$ cat src/sv/dseu_ram.sv
module dseu_ram #(
    parameter int WIDTH = 32,
    parameter int DEPTH = 32,
    localparam int AW   = (DEPTH > 1) ? $clog2(DEPTH) : 1
) (
    input  logic             i_clk,
    input  logic             i_we,
    input  logic [AW-1:0]    i_waddr,
    input  logic [WIDTH-1:0] i_wdata,
    input  logic             i_re,
    input  logic [AW-1:0]    i_raddr,
    output logic [WIDTH-1:0] o_rdata
);

    logic [WIDTH-1:0] r_mem [DEPTH];
    logic [WIDTH-1:0] r_rdata;

    always_ff @(posedge i_clk) begin
        if (i_we) begin
            r_mem[i_waddr] <= i_wdata;
        end
        if (i_re) begin
            r_rdata <= r_mem[i_raddr];
        end
    end

    assign o_rdata = r_rdata;

endmodule

$ cat config.mk
export PLATFORM = sky130hd
export DESIGN_NAME = dseu_ram
export DESIGN_NICKNAME = d
export VERILOG_FILES = /design/src/sv/dseu_ram.sv
export SDC_FILE = /design/constraint.sdc
export NUM_CORES = 1
export LEC_CHECK = 0
export ABC_CLOCK_PERIOD_IN_PS = 5400
export BUFFER_PORTS_ARGS = -buffer_cell sky130_fd_sc_hd__buf_2
export CORE_UTILIZATION = 67
export DETAILED_ROUTE_END_ITERATION = 7
export PLACE_DENSITY_LB_ADDON = 0.15
export SYNTH_ARGS = -nofsm -noshare
export SYNTH_HDL_FRONTEND = slang
export SYNTH_SLANG_ARGS = --single-unit
$ cat constraint.sdc
create_clock -name i_clk -period 5.4 [get_ports i_clk]
set_input_delay 0.27 -clock i_clk [delete_from_list [all_inputs] [get_ports i_clk]]
set_output_delay 0.27 -clock i_clk [all_outputs]
set_load 0.005 [all_outputs]
* Word level (Yosys, flattened, before mapping)
Memories as Yosys holds them, arrays and structs flattened. A register that Yosys moved wholly into a read port is not among the register bits.
Index checks and enable logic that the tools add are counted.
** Word-level totals
- Logic and storage cells :: 3
- Memory bits (writable) :: 1024
- Memories kept :: 1
- Latch bits :: 0
- ROM bits :: 0
- Bits of input ports :: 45
- Output and inout bits :: 32
- Flip-flop bits (word level) :: 0
** Operators by class
- Equal/unequal tests :: 0
- Multiplexer cells :: 2
- Bitwise gates (word level) :: 0
- Add/subtract/negate cells :: 0
- Shift-type cells :: 0
- Magnitude comparators :: 0
- Multipliers :: 0
- Reductions and logical operators :: 0
- Div/mod/pow operators :: 0
** Memory list
- r_mem :: depth 32, bits a word 32, read ports 1, clocked after memory_dff 1, wr ports 1, RTL line 15 : logic [WIDTH-1:0] r_mem [DEPTH];
** Operators with widths (count)
- $mux 1 :: 2

* Depth between registers and ports, before layout
Gate-level depths: netlist of run 1.
- Depth in word-level cells :: 2
- Gate-level depth with buffers :: 8
- Depth with buffers taken out :: 5

* Least setup slack after synthesis of run 1
Ideal clock, no wire load.
- Kind :: input to register
- Start point :: input i_waddr[1]
- End point :: memory r_mem[12][0] (enable)
- Path buffers :: 1
- Arrival time :: 2283 ps
- Library setup time :: 421 ps
- Data required time :: 4979 ps
- Setup slack :: 2696 ps
- Stages on the path :: 3
- Path through :: or3b_2 > clkbuf_1 > nor2_1
** RTL lines
- start, declared :: RTL line 8 : input logic [AW-1:0] i_waddr,
- end, declared :: RTL line 15
Straight into the memory's write port.

==> results of run 1 <==
## flip-flops by register name (all words and copies together) (netlist names)
name	flops
r_mem	1024
o_rdata	32
## area by class of cell
| cell class | instances | share of cell area |
|---|---|---|
| repair buffers | 128 | 0.0198 |
| diodes | 1 | 0.0000554 |
| clock buffers | 130 | 0.0593 |
| clock inverters | 50 | 0.00645 |
| well taps | 782 | 0.0217 |
| multi-input cells | 1077 | 0.191 |
| flip-flops and latches | 1056 | 0.702 |
## routing by layer
| layer | up-vias | wire length (um) | part of all wire |
|---|---|---|---|
| met4 | 2 | 3000 | 0.030 |
| met2 | 1353 | 47700 | 0.48 |
| met1 | 11000 | 37900 | 0.38 |
| met5 | - | 9 | 0.000091 |
| met3 | 174 | 10300 | 0.10 |
| li1 | 9227 | - | - |
## power groups by stage
stage	clock network [mW]	logic, mW	registers, mW
after floorplan	0	0.471	9.35
after global placement	0	0.804	9.36
after detailed placement	0	0.825	9.36
after CTS	6.50	0.831	9.19
after global routing	6.81	0.883	9.19
final	6.46	0.841	9.19
## placed cells by master (no fill, tap or decap), types with 3 or more instances in the layout
cell type | synthesis | layout
bufinv_16 | 0 | 3
clkbuf_1 | 46 | 27
a22oi_1 | 96 | 96
clkbuf_16 | 0 | 103
nand3_1 | 98 | 98
or3b_2 | 3 | 3
nor3_1 | 32 | 32
nor2_4 | 0 | 33
nand2_1 | 98 | 97
clkinv_1 | 0 | 32
nand3b_1 | 5 | 5
a21oi_1 | 96 | 96
a22o_1 | 64 | 64
mux2i_1 | 512 | 512
a31oi_1 | 32 | 32
buf_2 | 26 | 75
buf_12 | 0 | 9
clkinv_2 | 0 | 13
buf_4 | 33 | 43
edfxtp_1 | 1056 | 1056
## worst paths after layout
path / from / end / slack [ns] / cells past startpoint
setup / recovery: i_raddr[0] / o_rdata[8] / 2.95 / 7
hold / removal: i_wdata[21] / r_mem[16][21] / 0.13 / 1
setup reg to reg: r_mem[6][6] / o_rdata[6] / 3.49 / 5
hold reg to reg: r_mem[10][16] / o_rdata[16] / 0.69 / 4
## metrics by stage
step	hold WS (ns)	instances	area, sq um
6_report	0.132	3224	45200
5_1_grt	0.136	3223	45200
3_5_place_dp	0.662	3043	42200
2_1_floorplan	0.369	2260	40800
3_3_place_gp	0.663	3043	42200
4_1_cts	0.0919	3223	45200
## kinds of logic (layout without fill, tap and decap cells)
logic type             after synthesis  after routing  synth area share
buffers and inverters              127            308            0.0185
other                                0              1                 0
DFF                               1056           1056             0.777
and+or+nand+nor                    277            277            0.0308
muxes                              512            512             0.126
AOI/OAI and AO/OA                  288            288            0.0481
## critical path, delay by kind of cell
kind,cells,cell delay [ns]
compound gates,2,0.46
buf+inv,2,1.40
mux,1,0.27
simple gates,2,0.18
==> out/results.ini, run 1 <==
[layout]
nFillCells = 3354
regArea_sq_um = 31700
multi_input_area_sq_um = 8610
nNetsFinal = 2407
utilization = 0.750
final_layout_size_suffix_gt1_frac = 0.120
syn_to_final_growth_pct = 10.7

[synthesis]
synthTopCellsByCount = 1056 x edfxtp_1, 512 x mux2i_1, 98 x nand2_1, 98 x nand3_1
synth_edf_count = 1056
synthesis.nets = 2305
syn-instance-count = 2260
synth_top_area_frac = 0.777
synth_most_common_cell = edfxtp_1
seq_area_frac_synth = 0.777
ys_ff_latch = 1056
syn_area_per_cell_sq_um = 18.1
synthFlopType = edfxtp_1
async_flop_share = 0
yosys-top-cells-area = edfxtp_1 78%, mux2i_1 13%, a22oi_1 1.8%, a22o_1 1.4%, nand3_1 1.2%
synthesis.area_sq_um = 40800
synth_top_area_cell = edfxtp_1
ys_warn_count = 0
synth_cell_type_count = 24

[sta]
worst_pin_slew_ns = 1.20
fin_worst_skew_ns = 0.0190
worst_slack_ns = 2.95
fin_crit_sh = 0.453
slew_viol_final = 0
finalHoldViolCount = 0
tns_ns = 0
relSlewSlack = 0.196
rsz0062_at_grt = no
finalSetupViolations = 0
max_freq_ghz = 0.408
period_minus_slack_ns = 2.45

[floorplan]
io_pins = 77
dieArea_sq_um = 61900
rows = 90
start_util = 0.677
dieWidth_um = 249
core_sq_um = 60200
die_y_um = 249

[grt]
grt_max_degree = 100
use_met3 = 0.0614
grtUsageTotal = 0.320
grt_pass1_vias = 21600
grt-busiest-layer = met2
grtUsageMet1 = 0.449
use_met2 = 0.510
grt-ovfl-total = 0
antenna_found_initial = 2
grt_pass1_wl_mm = 142

[clock_network]
tritoncts = built
ctsLongestPathBuffers = 3
ctsResizeCount = 0
cts_setup_buffers = 0
root_buffer = clkbuf_16
cts_hold_buf = 0
cts.sinks = 1056
cts_max_level = 3
clk_pin_slew_ns = 0.06
clock_latency_ns = 0.65
numCtsBuffers = 99

[pwr]
power.density_nw_per_um2 = 365
p_clk_frac = 0.392
power_switching_mw = 3.47
intPower_mw = 13.0
combPwrFrac = 0.051
power_frac_seq = 0.557
ir_drop_v = 0.000308
p_total_mw = 16.5
swShare = 0.210
total_leakage_power_nw = 15.7

[drt]
drc = 0
drt_iter0_markers = 2783
wl_per_cell_um = 30.7
vias = 21800
ant_nets = 0
firstDrtPassIters = 6
routed_wl_mm = 98.9
vias_per_cell = 6.75

[critical_path]
critPathArrivalTime_ns = 2.82
cp_slowest_cell = buf_4
required_ns = 5.77
worstPathCellList = buf_8 -> buf_4 -> mux2i_1 -> a22o_1 -> nor3_1 -> a31oi_1 -> nand3_1
crit_path_max_fanout = 99
max_stage_delay_ns = 0.76
crit_type = primary input to register
cp-end-kind = register
crit_path_start_kind = primary input

[placement]
pre_cts_ws_ns = 2.41
dp_hpwl_mm = 52.2
place.gp.congestion = 0.795
io_buffer_count = 76

[run]
cap_violations = 0

[run_status]
status = complete, no violations

[worst_hold_path]
hp-class = primary input to register

No activity file was read; power rests on OpenSTA's default activity.
==> run 2, diff against run 1 <==
--- a/config.mk
+++ b/config.mk
@@ -5,9 +5,9 @@
 export SDC_FILE = /design/constraint.sdc
 export NUM_CORES = 1
 export LEC_CHECK = 0
-export ABC_CLOCK_PERIOD_IN_PS = 5400
+export ABC_CLOCK_PERIOD_IN_PS = 2100
 export BUFFER_PORTS_ARGS = -buffer_cell sky130_fd_sc_hd__buf_2
-export CORE_UTILIZATION = 67
+export CORE_UTILIZATION = 56
 export DETAILED_ROUTE_END_ITERATION = 7
 export PLACE_DENSITY_LB_ADDON = 0.15
 export SYNTH_ARGS = -nofsm -noshare
==> constraint.sdc (replaced) <==
create_clock -name i_clk -period 2.1 [get_ports i_clk]
set_input_delay 0.105 -clock i_clk [delete_from_list [all_inputs] [get_ports i_clk]]
set_output_delay 0.105 -clock i_clk [all_outputs]
set_load 0.005 [all_outputs]
==> run 2 against run 1 <==
First-iteration DRC count fell by 23%. Via count fell by 0.93%. Hold slack improved by 0.036 ns. Non-clock buffer count rose by 106. Critical path type is now register to register. Setup slack got worse by 2.4 ns. Largest power group unchanged. Register-to-register slack got worse by 3.0 ns. Clock skew fell by 0.0026 ns. Clock power rose to 2.7 times the previous value.
==> out/results.ini, run 2 (synthesis gave the netlist of run 1 again) <==
[critical_path]
crit_path_max_fanout = 1
crit_path_start_kind = register
cp_slowest_cell = edfxtp_1
ff2ff_path_depth = 5
crit_type = register to register
cp.depth = 5
cp-end-kind = register
critPathArrivalTime_ns = 1.93
reg2reg_from = r_mem[1][14]
path_buf_inv = 0
r2r_slack_ns = 0.54
worstPathCellList = mux2i_1 -> a22o_1 -> nor3_1 -> a31oi_1 -> nand3_1
critical-path-top-delay-family = compound AO/OA/AOI/OAI gates
max_stage_delay_ns = 0.37
r2r-end = o_rdata[14]
required_ns = 2.47

[clock_network]
ctsLongestPathBuffers = 3
root_buffer = clkbuf_16
ctsResizeCount = 0
tritoncts = built
clk_pin_slew_ns = 0.06
cts_hold_buf = 33
cts_max_level = 3
cts_setup_buffers = 0
cts.sinks = 1056
numCtsBuffers = 103
clock_latency_ns = 0.65

[drt]
drc = 0
drt_iter0_markers = 2134
firstDrtPassIters = 5
ant_nets = 0
wl_per_cell_um = 27.8
vias = 21500
routed_wl_mm = 97.4
vias_per_cell = 6.15

[worst_hold_path]
holdPathStages = 6
hp-start = i_raddr[2]
hp-class = primary input to register
min_to = o_rdata[2]

[placement]
io_buffer_count = 76
dp_hpwl_mm = 51.5
pre_cts_ws_ns = 0.101
place.gp.congestion = 0.755
place_area_sq_um = 43600

[pwr]
ir_drop_v = 0.000661
p_total_mw = 43.7
total_leakage_power_nw = 16.5
power.density_nw_per_um2 = 926

[grt]
grt_pass1_wl_mm = 141
grt_max_degree = 55
antenna_found_initial = 4
grt-ovfl-total = 0
grtUsageTotal = 0.264
grt_pass1_vias = 21400

[layout]
mostFrequentLayoutCells = 1056 x edfxtp_1, 512 x mux2i_1, 107 x clkbuf_16
syn_to_final_growth_pct = 15.6
final_layout_size_suffix_gt1_frac = 0.152
n_antenna_cell = 0
nNetsFinal = 2517
largest_reg_flops = 1024
design_area_sq_um = 47200
top_register = r_mem
mostFrequentLayoutCell = edfxtp_1

[floorplan]
core_sq_um = 71900
io_pins = 77
rows = 98
die_y_um = 272
dieArea_sq_um = 74000
start_util = 0.568
dieWidth_um = 272

[sta]
rsz0062_at_grt = no
worst_slack_ns = 0.537
fin_worst_skew_ns = 0.0164
relSlewSlack = 0.604
fin_crit_sh = 0.745
finalSetupViolations = 0
slew_viol_final = 0
period_minus_slack_ns = 1.56
worst_pin_slew_ns = 0.593
finalHoldViolCount = 0
max_freq_ghz = 0.640

[run_status]
status = complete, no violations

[run]
cap_violations = 0

[run 2: how the worst max path moves through the flow]
stage,endpoint,slack (ns),start
finish,o_rdata[14],0.54,r_mem[1][14]
global route,o_rdata[14],0.49,r_mem[2][14]
CTS,o_rdata[9],0.55,r_mem[7][9]
detailed placement,o_rdata[14],0.10,i_raddr[0]
global placement,o_rdata[14],0.07,i_raddr[0]
floorplan,r_mem[12][0],-0.44,i_waddr[1]
[run 2: layer usage]
layer / routed length (um) / vias up / track usage
li1: - / 9459 / -
met1: 41400 / 11100 / 0.373
met2: 47200 / 780 / 0.428
met3: 6350 / 165 / 0.0414
met4: 2500 / 8 / 0.0810
met5: 46 / - / 0
[run 2: where the power goes]
group | internal (mW) | leakage, nW | switching, mW | total [mW]
clock network | 10.2 | 1.61 | 7.51 | 17.7
registers | 23.5 | 9.54 | 0.101 | 23.6
logic | 0.851 | 5.37 | 1.44 | 2.29
[run 2: metrics by stage]
stage / TNS (ns) / std cells / hold slack (ns) / utilization
global placement: 0 / 3284 / 0.504 / 0.607
CTS: 0 / 3506 / 0.138 / 0.657
floorplan: -195.40 / 2260 / 0.204 / -
detailed placement: 0 / 3284 / 0.498 / 0.607
global route: 0 / 3506 / 0.193 / 0.657
finish: 0 / 3506 / 0.168 / 0.657
[run 2: worst min-delay path, stage by stage]
cell,delay (ns)
buf_2,0.13
nor2_4,0.09
buf_4,0.18
nand2_1,0.06
a31oi_1,0.07
nand3_1,0.06
[run 2: cell type report]
cell class	count	area, sq um
repair buffers	234	2420
flip-flops and latches	1056	31700
multi-input cells	1077	8610
well taps	950	1190
clock buffers	126	2750
fillers	4828	24700
clock inverters	63	503
==> run 3, diff against run 2 <==
--- a/config.mk
+++ b/config.mk
@@ -5,7 +5,7 @@
 export SDC_FILE = /design/constraint.sdc
 export NUM_CORES = 1
 export LEC_CHECK = 0
-export ABC_CLOCK_PERIOD_IN_PS = 2100
+export ABC_CLOCK_PERIOD_IN_PS = 1400
 export BUFFER_PORTS_ARGS = -buffer_cell sky130_fd_sc_hd__buf_2
 export CORE_UTILIZATION = 56
 export DETAILED_ROUTE_END_ITERATION = 7
==> constraint.sdc (replaced) <==
create_clock -name i_clk -period 1.4 [get_ports i_clk]
set_input_delay 0.07 -clock i_clk [delete_from_list [all_inputs] [get_ports i_clk]]
set_output_delay 0.07 -clock i_clk [all_outputs]
set_load 0.005 [all_outputs]
==> run 3 against run 2 <==
The run now ends with setup timing left. Via count increased by 2.8%. Setup slack got worse by 0.56 ns. Design area increased by 3.6%. Sequential cell count unchanged. Clock power increased by 53%. Clock skew increased by 0.0040 ns. Hold slack improved by 0.063 ns. Utilization increased by 2.4 points. Register-to-register slack got worse by 0.55 ns. Critical path depth decreased by 4. Sequential share of layout area decreased by 2.3 points. Wire length increased by 4.2%. Critical endpoint is now o_rdata[15]. Largest cell class unchanged. Highest routed layer unchanged.
==> out/results.ini, run 3 (synthesis gave the netlist of run 1 again) <==
[run_status]
status = finished with violations
violations = setup timing

[sta]
finalSetupViolations = 2
relSlewSlack = 0.637
fin_crit_sh = 1.02
rsz0062_at_grt = yes
worst_pin_slew_ns = 0.544
worst_slack_ns = -0.0276
tns_ns = -0.0328
slew_viol_final = 0
period_minus_slack_ns = 1.43
timing.hold.ws_ns = 0.232
finalHoldViolCount = 0
max_freq_ghz = 0.700
fin_worst_skew_ns = 0.0204

[floorplan]
rows = 98
io_pins = 77
die_y_um = 272
dieArea_sq_um = 74000
core_sq_um = 71900
dieWidth_um = 272
start_util = 0.568

[drt]
firstDrtPassIters = 5
ant_nets = 0
drt_iter0_markers = 2120
routed_wl_mm = 102
vias_per_cell = 6.07
drc = 0
wl_per_cell_um = 27.8
vias = 22100

[critical_path]
worstPathCellList = buf_2
r2r_slack_ns = -0.01
path_buf_inv = 1
critPathArrivalTime_ns = 1.36
reg2reg_from = r_mem[1][8]
cp_slowest_cell = edfxtp_1
crit_path_max_fanout = 1
crit_path_start_kind = register
r2r-end = o_rdata[8]
critical-path-top-delay-family = flip-flops
max_stage_delay_ns = 0.50
crit_type = register to output port
cp-end-kind = output port
ff2ff_path_depth = 5
required_ns = 1.33

[placement]
dp_hpwl_mm = 60.6
io_buffer_count = 76
place.gp.congestion = 0.807
place_area_sq_um = 45200
placed_cells = 3421

[worst_hold_path]
hp-start = i_waddr[3]
hp-class = primary input to register
min_to = r_mem[3][3]
holdPathStages = 4

[grt]
use_met3 = 0.0471
antenna_found_initial = 4
use_met2 = 0.443
grt_pass1_wl_mm = 146
grt-busiest-layer = met2
grt-ovfl-total = 0
grtUsageMet1 = 0.392
grt_pass1_vias = 22300
grt_max_degree = 39
grtUsageTotal = 0.276

[pwr]
power.density_nw_per_um2 = 1360
total_leakage_power_nw = 17.4
ir_drop_v = 0.00129

[layout]
final_layout_size_suffix_gt1_frac = 0.198
mostFrequentLayoutCells = 1056 x edfxtp_1, 511 x mux2i_1, 157 x buf_4
top_register = r_mem
largest_reg_flops = 1024
nNetsFinal = 2653
instances_no_fill = 3646
mostFrequentLayoutCell = edfxtp_1
design_area_sq_um = 48900
syn_to_final_growth_pct = 19.8

[clock_network]
cts_setup_buffers = 0
root_buffer = clkbuf_16
ctsLongestPathBuffers = 3
tritoncts = built
clk_pin_slew_ns = 0.06
cts_max_level = 3
cts.sinks = 1056
clock_latency_ns = 0.66
numCtsBuffers = 102

[run]
cap_violations = 0

run 3: worst max-delay path by stage:
stage / from / end / slack [ns] / cells past startpoint
4_1_cts: o_rdata[15] / o_rdata[15] / -0.05 / 1
3_5_place_dp: i_raddr[2] / o_rdata[12] / -0.42 / 7
6_report: o_rdata[15] / o_rdata[15] / -0.03 / 1
5_1_grt: o_rdata[8] / o_rdata[8] / -0.07 / 1
3_3_place_gp: i_raddr[2] / o_rdata[11] / -0.42 / 7
2_1_floorplan: i_waddr[0] / r_mem[10][0] / -0.35 / 2
run 3: repair_timing:
action / in CTS / in global routing
hold endpoints to repair: 1028 / 0
pin swaps: 0 / 8
hold buffers: 33 / 0
setup endpoints to repair: 9 / 13
resized for setup: 2 / 6
run 3: metrics by stage:
stage	total power [mW]	utilization	worst slack [ns]
floorplan	37.9	-	-0.354
global placement	39.8	0.629	-0.419
detailed placement	39.9	0.629	-0.424
CTS	66.7	0.680	-0.0519
global route	68.2	0.680	-0.0691
finish	66.4	0.680	-0.0276
run 3: per-layer routing:
layer / share of wire / up-vias / wire [um]
li1: - / 9731 / -
met1: 0.43 / 11400 / 43500
met4: 0.026 / 4 / 2640
met2: 0.48 / 798 / 48600
met5: 0.00026 / - / 26
met3: 0.066 / 167 / 6740
run 3: power breakdown:
group | internal [mW] | switching, mW | leakage [nW]
Combinational | 1.60 | 2.27 | 6.25
Clock | 15.7 | 11.4 | 1.62
Sequential | 35.3 | 0.171 | 9.54
run 3: layout make-up:
type	count	area (sq um)
sequential	1056	31700
fill	4774	23000
multi-input combinational	1077	8680
timing repair buffer	371	4000
clock buffer	131	2750
tap	950	1190
clock inverter	60	553
antenna	1	2.50
